## config.mk

```make
export PLATFORM = sky130hd
export DESIGN_NAME = rtc_counter_with_alarm_top
export DESIGN_NICKNAME = d
export VERILOG_FILES = /design/src/rtl/core/rca_pkg.sv /design/src/rtl/core/rtc_counter_with_alarm_top.sv
export SDC_FILE = /design/constraint.sdc
export NUM_CORES = 1
export LEC_CHECK = 0
export BUFFER_PORTS_ARGS = -buffer_cell sky130_fd_sc_hd__clkbuf_2
export CORE_ASPECT_RATIO = 2
export CORE_MARGIN = 1.5
export CORE_UTILIZATION = 50
export CTS_CLUSTER_SIZE = 28
export DETAILED_ROUTE_END_ITERATION = 7
export GPL_ROUTABILITY_DRIVEN = 0
export PLACE_DENSITY = 0.7
export SYNTH_ARGS = -nofsm -noshare
export SYNTH_HDL_FRONTEND = slang
export SYNTH_SLANG_ARGS = --single-unit
```

## constraint.sdc

```tcl
create_clock -name clk -period 6.95 [get_ports clk]
set_input_delay 0 -clock clk [delete_from_list [all_inputs] [get_ports clk]]
set_output_delay 0 -clock clk [all_outputs]
set_load 0.01 [all_outputs]
```

## src/rtl/core/rca_pkg.sv

```systemverilog
// ----------------------------------------------------------------------------
// RTC package
// Word types, command and register codes, and sizes for the real-time clock.
// ----------------------------------------------------------------------------
package rca_pkg;

  // Width of the prescaler reload and divider, 4 to 32.
  localparam int PRESC_W = 20;

  localparam logic [15:0] RELOAD_DEFAULT = 16'h7FFF;

  // Commands.
  localparam logic [1:0] CMD_TICK  = 2'd0;
  localparam logic [1:0] CMD_WRITE = 2'd1;
  localparam logic [1:0] CMD_READ  = 2'd2;

  // Register indexes.
  localparam logic [2:0] REG_CTRL_HI  = 3'd0;
  localparam logic [2:0] REG_CTRL_LO  = 3'd1;
  localparam logic [2:0] REG_PRESC_HI = 3'd2;
  localparam logic [2:0] REG_PRESC_LO = 3'd3;
  localparam logic [2:0] REG_CNT_HI   = 3'd4;
  localparam logic [2:0] REG_CNT_LO   = 3'd5;
  localparam logic [2:0] REG_ALRM_HI  = 3'd6;
  localparam logic [2:0] REG_ALRM_LO  = 3'd7;

  // Control register bit positions.
  localparam int BIT_ALRIE = 1;
  localparam int BIT_ALRF  = 1;
  localparam int BIT_RSF   = 3;
  localparam int BIT_CNF   = 4;
  localparam int BIT_RTOFF = 5;

  typedef struct packed {
    logic [1:0]  cmd;
    logic [2:0]  reg_index;
    logic [15:0] write_data;
  } req_word_t;

  typedef struct packed {
    logic [15:0] read_data;
    logic        alarm_irq;
    logic        second_pulse;
  } rsp_word_t;

endpackage

```

## src/rtl/core/rtc_counter_with_alarm_top.sv

```systemverilog
// ----------------------------------------------------------------------------
// RTC counter with alarm
// Prescaler, 32-bit seconds counter and alarm behind eight 16-bit registers.
// ----------------------------------------------------------------------------
// An accepted request word has its response word in the next cycle.
// Throughput: one request word per cycle unless a held response stalls input;
// the response register, the only stage, reloads in the same cycle it is taken.
// Reset (rst, synchronous, active high) clears the counter, loads the reload
// and divider with 0x7FFF, sets the alarm to all ones and empties the output.
module rtc_counter_with_alarm_top
  import rca_pkg::*;
(
  input  logic      clk,
  input  logic      rst,
  input  logic      req_valid,
  output logic      req_stall,
  input  req_word_t req_word,
  output logic      rsp_valid,
  input  logic      rsp_stall,
  output rsp_word_t rsp_word
);

  // Architectural state of the clock.
  logic [31:0]        seconds_count;
  logic [PRESC_W-1:0] prescaler_reload;
  logic [PRESC_W-1:0] prescaler_divider;
  logic [31:0]        alarm_value;
  logic               alarm_enable;
  logic               alarm_flag;
  logic               config_mode;
  logic               sync_flag;

  logic [31:0]        seconds_count_next;
  logic [PRESC_W-1:0] prescaler_reload_next;
  logic [PRESC_W-1:0] prescaler_divider_next;
  logic [31:0]        alarm_value_next;
  logic               alarm_enable_next;
  logic               alarm_flag_next;
  logic               config_mode_next;
  logic               sync_flag_next;

  logic               req_accept;
  logic [31:0]        reload_word;
  logic [31:0]        reload_word_next;
  logic [31:0]        seconds_inc;
  logic [15:0]        read_value;
  rsp_word_t          rsp_word_next;

  // A new request is taken unless a finished response is still held.
  assign req_stall  = rsp_valid & rsp_stall;
  assign req_accept = req_valid & ~req_stall;

  // The reload register is viewed as a 32-bit word for the half accesses.
  assign reload_word = 32'(prescaler_reload);
  assign seconds_inc = seconds_count + 32'd1;

  // Register read mux.
  always_comb begin
    read_value = '0;
    unique case (req_word.reg_index)
      REG_CTRL_HI: begin
        read_value[BIT_ALRIE] = alarm_enable;
      end
      REG_CTRL_LO: begin
        read_value[BIT_ALRF]  = alarm_flag;
        read_value[BIT_RSF]   = sync_flag;
        read_value[BIT_CNF]   = config_mode;
        read_value[BIT_RTOFF] = 1'b1;
      end
      REG_PRESC_HI: read_value = reload_word[31:16];
      REG_PRESC_LO: read_value = reload_word[15:0];
      REG_CNT_HI:   read_value = seconds_count[31:16];
      REG_CNT_LO:   read_value = seconds_count[15:0];
      REG_ALRM_HI:  read_value = alarm_value[31:16];
      REG_ALRM_LO:  read_value = alarm_value[15:0];
      default:      read_value = '0;
    endcase
  end

  // Next-state logic for one request word.
  always_comb begin
    seconds_count_next     = seconds_count;
    prescaler_reload_next  = prescaler_reload;
    prescaler_divider_next = prescaler_divider;
    alarm_value_next       = alarm_value;
    alarm_enable_next      = alarm_enable;
    alarm_flag_next        = alarm_flag;
    config_mode_next       = config_mode;
    sync_flag_next         = sync_flag;
    reload_word_next       = reload_word;
    rsp_word_next          = '0;

    case (req_word.cmd)
      CMD_TICK: begin
        // The divider reloads when it has already reached zero, and that
        // tick advances the seconds counter.
        sync_flag_next = 1'b1;
        if (prescaler_divider == '0) begin
          prescaler_divider_next     = prescaler_reload;
          seconds_count_next         = seconds_inc;
          rsp_word_next.second_pulse = 1'b1;
          if (seconds_inc == alarm_value) begin
            alarm_flag_next = 1'b1;
          end
        end else begin
          prescaler_divider_next = prescaler_divider - PRESC_W'(1);
        end
      end
      CMD_WRITE: begin
        unique case (req_word.reg_index)
          REG_CTRL_HI: begin
            alarm_enable_next = req_word.write_data[BIT_ALRIE];
          end
          REG_CTRL_LO: begin
            // Status flags clear on a written zero and hold on a one.
            if (!req_word.write_data[BIT_ALRF]) begin
              alarm_flag_next = 1'b0;
            end
            if (!req_word.write_data[BIT_RSF]) begin
              sync_flag_next = 1'b0;
            end
            config_mode_next = req_word.write_data[BIT_CNF];
          end
          REG_PRESC_HI: begin
            if (config_mode) begin
              reload_word_next      = {req_word.write_data, reload_word[15:0]};
              prescaler_reload_next = reload_word_next[PRESC_W-1:0];
            end
          end
          REG_PRESC_LO: begin
            if (config_mode) begin
              reload_word_next      = {reload_word[31:16], req_word.write_data};
              prescaler_reload_next = reload_word_next[PRESC_W-1:0];
            end
          end
          REG_CNT_HI: begin
            if (config_mode) begin
              seconds_count_next = {req_word.write_data, seconds_count[15:0]};
            end
          end
          REG_CNT_LO: begin
            if (config_mode) begin
              seconds_count_next = {seconds_count[31:16], req_word.write_data};
            end
          end
          REG_ALRM_HI: begin
            if (config_mode) begin
              alarm_value_next = {req_word.write_data, alarm_value[15:0]};
            end
          end
          REG_ALRM_LO: begin
            if (config_mode) begin
              alarm_value_next = {alarm_value[31:16], req_word.write_data};
            end
          end
          default: begin
          end
        endcase
      end
      CMD_READ: begin
        rsp_word_next.read_data = read_value;
      end
      default: begin
        // The unused command changes nothing.
      end
    endcase

    // The interrupt line reflects the state after this word.
    rsp_word_next.alarm_irq = alarm_flag_next & alarm_enable_next;
  end

  // State registers.
  always_ff @(posedge clk) begin
    if (rst) begin
      seconds_count     <= '0;
      prescaler_reload  <= PRESC_W'(RELOAD_DEFAULT);
      prescaler_divider <= PRESC_W'(RELOAD_DEFAULT);
      alarm_value       <= '1;
      alarm_enable      <= 1'b0;
      alarm_flag        <= 1'b0;
      config_mode       <= 1'b0;
      sync_flag         <= 1'b0;
    end else if (req_accept) begin
      seconds_count     <= seconds_count_next;
      prescaler_reload  <= prescaler_reload_next;
      prescaler_divider <= prescaler_divider_next;
      alarm_value       <= alarm_value_next;
      alarm_enable      <= alarm_enable_next;
      alarm_flag        <= alarm_flag_next;
      config_mode       <= config_mode_next;
      sync_flag         <= sync_flag_next;
    end
  end

  // Response register: fills on an accepted request, empties when taken.
  always_ff @(posedge clk) begin
    if (rst) begin
      rsp_valid <= 1'b0;
    end else if (req_accept) begin
      rsp_valid <= 1'b1;
    end else if (!rsp_stall) begin
      rsp_valid <= 1'b0;
    end
  end

  always_ff @(posedge clk) begin
    if (req_accept) begin
      rsp_word <= rsp_word_next;
    end
  end

endmodule

```

# ---- Yosys cells after proc, flatten, opt, wreduce, memory -nomap -nowiden
# Index checks and enable logic that the tools add are counted.
# W data, S select, Z words.
dict set report classes {
  n_reduce_logical 13
  eq_ne 19
  bitwise 8
  mux 28
  addsub 2
}
# op count
set ops {}
lappend ops {{$pmux W32 S2} 3}
lappend ops {{$mux W32} 2}
lappend ops {{$pmux W10 S5} 1}
lappend ops {{$mux W20} 2}
lappend ops {{$pmux W20 S2} 1}
lappend ops {{$add A32 B1 Y32 const B} 1}
lappend ops {{$eq A32 B32 Y1} 1}
lappend ops {{$mux W16} 2}
lappend ops {{$pmux W3 S7} 1}
lappend ops {{$logic_not A20 Y1} 1}
lappend ops {{$reduce_and A5 Y1} 4}
lappend ops {{$sub A20 B1 Y20 const B} 1}
lappend ops {{$eq A3 B3 Y1 const B} 4}
lappend ops {{$pmux W1 S6} 2}
lappend ops {{$reduce_and A6 Y1} 2}
lappend ops {{$mux W1} 11}
lappend ops {{$ne A2 B2 Y1 const B} 5}
lappend ops {{$ne A2 B1 Y1 const B} 4}
lappend ops {{$pmux W1 S8} 1}
lappend ops {{$eq A3 B2 Y1 const B} 2}
lappend ops {{$not A1 Y1} 5}
lappend ops {{$pmux W1 S2} 2}
lappend ops {{$reduce_and A4 Y1} 1}
lappend ops {{$and A1 B1 Y1} 3}
lappend ops {{other kinds (8)} 8}
dict set report totals {
  input_bits 25
  ff_bits 127
  elab_cells 85
  out_inout_bits 20
}

# ---- Logic depth before layout (Yosys ltp)
dict set report depth {
  word_depth 6
  depth_mapped 10
  mapped_depth_nobuf 9
}

# ---- Worst setup path before layout
# No wires, ideal clock.
dict set report synth_timing {
  path_type {register -> register}
  start {register seconds_count[0]}
  end {register rsp_word[1] in the netlist's numbering (data pin)}
  path_stages_with_launch 9
  required_ns 6.805
  t_arrival_ns 2.538
  path_slack_ns 4.267
  setup_time_ns 0.145
  cell_sequence {dfxtp_1 -> ha_1 -> nand4_4 -> or4_1 -> or3_1 -> a211o_1 -> nor4_2 -> nand3_1 -> o21ai_1}
}
# element line
set synth_lines {}
lappend synth_lines {{start, declared} rtc_counter_with_alarm_top.sv:24} ;# logic [31:0] seconds_count;
lappend synth_lines {{start signal, assigned} rtc_counter_with_alarm_top.sv:184} ;# seconds_count <= seconds_count_next;
lappend synth_lines {{end signal, assigned} rtc_counter_with_alarm_top.sv:208} ;# rsp_word <= rsp_word_next;
lappend synth_lines {{end, declared} rtc_counter_with_alarm_top.sv:20} ;# output rsp_word_t rsp_word

# ---- Worst setup path in the final report
dict set report layout_timing {
  start {register rsp_valid}
  end {register prescaler_reload[15]}
}
dict set report layout_between {
  elab_chain_len 4
}
# element line
set layout_lines {}
lappend layout_lines {{start, declared} rtc_counter_with_alarm_top.sv:18} ;# output logic rsp_valid,
lappend layout_lines {{start signal, assigned} rtc_counter_with_alarm_top.sv:198} ;# rsp_valid <= 1'b0;
lappend layout_lines {{start signal, assigned} rtc_counter_with_alarm_top.sv:200} ;# rsp_valid <= 1'b1;
lappend layout_lines {{start signal, assigned} rtc_counter_with_alarm_top.sv:202} ;# rsp_valid <= 1'b0;
lappend layout_lines {{$and A1 B1 Y1} rtc_counter_with_alarm_top.sv:50} ;# assign req_stall = rsp_valid & rsp_stall;
lappend layout_lines {{$not A1 Y1} rtc_counter_with_alarm_top.sv:51} ;# assign req_accept = req_valid & ~req_stall;
lappend layout_lines {{$and A1 B1 Y1} rtc_counter_with_alarm_top.sv:51}
lappend layout_lines {{named net req_accept} rtc_counter_with_alarm_top.sv:42} ;# logic req_accept;
lappend layout_lines {{$reduce_and A5 Y1 (no source line)} --}
lappend layout_lines {{end signal, assigned} rtc_counter_with_alarm_top.sv:176} ;# prescaler_reload <= PRESC_W'(RELOAD_DEFAULT);
lappend layout_lines {{end signal, assigned} rtc_counter_with_alarm_top.sv:185} ;# prescaler_reload <= prescaler_reload_next;
lappend layout_lines {{end, declared} rtc_counter_with_alarm_top.sv:25} ;# logic [PRESC_W-1:0] prescaler_reload;
# The timed path passes the listed nets, and every way through them passes these cells.
# A chain may end at the register's enable or synchronous reset.

==> metrics.txt <==
CTS Sinks around 130; xor/xnor share of the synthesized area 4.48%; fillers between 1,000 and 1,500; largest family of logic cells by synthesized area simple AND/OR/NAND/NOR gates; Required @ worst endpoint roughly 7.3 ns; die height 179 microns; fin area between 8000 and 9000 sq um; Worst Path Class, Setup reg -> reg; DIE AREA approximately 16,000 sq um; EDFF count, synth 18; DP Wirelength around 20 mm; Cells after Synth 989; Post-CTS Setup Inserts 0; GRT Resource Usage Total around a third; syn_area_per_cell 7.84 sq um; Seq/Total Area, Yosys around a third; Netlist Area Pre-Place 7760 sq um; effective utilization at floorplan 51.0%; largest net degree at the start of global routing between 70 and 80; Crit path top cell by count nand2_1; post-synthesis compound-gate area fraction approximately 20%; DP Area between 7000 and 8000 sq um; area delta synth->final 13.3%; Worst setup EP type flip-flop; fraction of layout cells with a size suffix above 1 11.8%; final hold violations 0; final setup fails 0; maxcap violations 0; GR Overflow Total 0; Avg Vias per Cell 6.52; HP Class in -> reg; vias in the first global route 7,485; minimum clock period 3.44 ns; Vias 7,916; simple-gate portion of the synthesized area 31.2%; Post-Synth Adder-Cell Area less than 1%; antenna-violating nets left 0; mux contribution to synthesized area roughly 4.2%; total iterations of the first detailed-routing run 8; routed len/inst between 20 and 25 microns; # rows 64; PD cells around 210 nW/um^2; Ys Warns 0; Peak VDD IR 0.000159 V; Final nets just over 1,000; final setup TNS 0 ns; R2R Setup Slk roughly 3.5 ns; Seq cells post-synth between 100 and 150; io pins 45; Max clock buf depth 2; Synth Net Count between 1,000 and 1,500; Fmax approximately 290 MHz; first-pass GRT wire length ~43 mm; # DRC 0; worst path cell trace and2_1, nand2b_1, inv_1, nand2_1, nor3_1, buf_4, nand2_1, a21oi_1, dlygate4sd3_1; CTS buffer count 17; drt total wl about 28 mm; Leak Pwr between 3 and 4 nW; ys flop type dfxtp_1; Port Buffers 44; Worst path top cell family by delay buffers and inverters; crit path DAT 3.81 ns; crit path max fanout 24; outcome completed; skew final 0.00939 ns; Clock Pin Slew Worst Setup and Hold Paths roughly 0.060 ns; Iter 0 DRT Violations approximately 1,100; Async S/R FF share, synth 0%; clk_lat worst skew between 0.4 and 0.5 ns; root buffer cell clkbuf_16; RSZ-0062 raised after global routing false; Pins Over Slew Limit 0; Core ar. 15,200 sq um; initial antenna violation count 0; Slew @ Worst Pin 1.18 ns; biggest cell delay along the critical path 0.76 ns; buffer and inverter count on the worst path 3; Tcrit/Tclk final roughly 50%; crit path max-delay cell type inv_1; CTS tree done; H-Tree Depth 4; Max-slew headroom between 20% and 30%; number of distinct library cells after synthesis slightly below 80; startpoint types flip-flop; Die X-Extent 91.1 microns; hold slack between 0.04 and 0.05 ns; # diodes 0
==> worst reg2reg max path, stage by stage (launching register included) <==
cell	delay, ns
dfxtp_1	0.31
and2_1	0.15
nand2b_1	0.27
inv_1	0.76
nand2_1	0.30
nor3_1	0.57
buf_4	0.29
nand2_1	0.08
a21oi_1	0.11
dlygate4sd3_1	0.55
==> flip-flops by register name, indices dropped and copies added, names as in the netlist <==
signal             flops
alarm_flag             1
alarm_value           32
seconds_count         32
alarm_enable           1
rsp_valid              1
sync_flag              1
prescaler_reload      20
rsp_word              18
config_mode            1
prescaler_divider     20
==> metrics by stage <==
stage                     cells  total power [mW]  worst slack (ns)  utilization (%)
after floorplan             989             0.839              4.27                -
after global placement     1162             0.893              3.81             52.3
after detailed placement   1162             0.893              3.72             52.3
after CTS                  1214              1.84              3.53             57.8
after global routing       1214              1.88              3.24             57.8
final                      1214              1.84              3.51             57.8
==> cells in the mapped netlist, types with 5 or more instances <==
master    instances  share of area (%)
a22oi_1           8               0.77
mux2i_1          17                2.2
buf_1             6               0.29
buf_4             5               0.48
nor2_1          102                4.9
o22ai_1           9               0.73
edfxtp_1         18                7.0
xnor2_1          23                2.6
a31oi_1           8               0.65
and4_1            7               0.79
nor3_1           28                1.8
nand2_1         165                8.0
clkbuf_1         54                2.6
nand4_1          16                1.3
dfxtp_1         109                 28
o21ai_0          41                2.6
and3_1           13                1.0
inv_1            12               0.58
and2_1            6               0.48
o31ai_1          10               0.97
a21oi_1          73                4.7
nand3b_1         45                4.4
a211oi_1         12                1.2
nor4_1           12               0.97
buf_2            11               0.71
nand2b_1         11               0.89
or3_1             9               0.73
mux4_2            5                1.5
a311oi_1          7               0.79
a211o_1           6               0.68
xor2_1           14                1.6
nand3_1          36                2.3
a222oi_1          9                1.2
==> what timing repair did <==
item / CTS / global route
hold buffers: 20 / 0
endpoints found under the hold margin: 49 / 0
resized for setup: 0 / 0
setup endpoints to repair: 0 / 0
==> cells by family after synthesis <==
logic type,count (synthesis)
AO/OA/AOI/OAI,227
XOR/XNOR,38
adder cells (fa/ha/maj),2
buffers and inverters,91
flip-flops,127
multiplexers,26
AND/OR/NAND/NOR,478
==> path summary, 6_finish.rpt <==
| path | from | cells after the start | endpoint |
|---|---|---|---|
| setup / recovery | rsp_valid | 9 | prescaler_reload[15] |
| hold reg to reg | prescaler_reload[16] | 2 | prescaler_reload[16] |
| hold / removal | req_word[19] | 2 | rsp_word[0] |
| setup reg to reg | rsp_valid | 9 | prescaler_reload[15] |
==> report_power, final <==
group	switching (mW)	internal, mW
sequential	0.00308	0.753
clock	0.334	0.613
combinational	0.0923	0.0431
total	0.429	1.41
==> layout make-up <==
cell class,count,area [sq um],share of cell area [%]
clock inverters,10,131,1.49
well taps,198,248,2.82
inverters,12,45.0,0.513
clock buffers,22,497,5.65
multi-input cells,771,4650,52.9
repair buffers,74,498,5.67
flip-flops and latches,127,2720,31.0
==> per-layer routing <==
layer	part of all wire (%)	wire, microns	up-vias	GRT usage [%]
met5	0	0	-	0
met4	9.0	2550	0	30.6
met3	8.1	2300	142	6.36
met2	49	13900	467	60.0
met1	33	9430	3683	36.9
li1	-	-	3624	-
==> layout by cell type (no fill, tap or decap), types with 5 or more instances in the layout <==
cell,netlist,final
xnor2_1,23,23
dfxtp_1,109,109
clkinv_2,0,5
or3_1,9,9
a211oi_1,12,12
clkbuf_2,0,43
mux4_2,5,5
o21ai_0,41,41
and3_1,13,13
mux2i_1,17,17
buf_4,5,11
nand3_1,36,36
nand2_1,165,165
nand2b_1,11,11
a31oi_1,8,8
o22ai_1,9,9
clkbuf_16,0,19
o31ai_1,10,10
a22oi_1,8,8
edfxtp_1,18,18
inv_1,12,12
nor4_1,12,11
nor3_1,28,28
and2_1,6,6
nor2_1,102,102
a21oi_1,73,73
xor2_1,14,14
dlygate4sd3_1,0,20
nand3b_1,45,45
a222oi_1,9,9
a311oi_1,7,7
a211o_1,6,6
and4_1,7,7
nand4_1,16,16
Power figures use the tool's default switching activity.
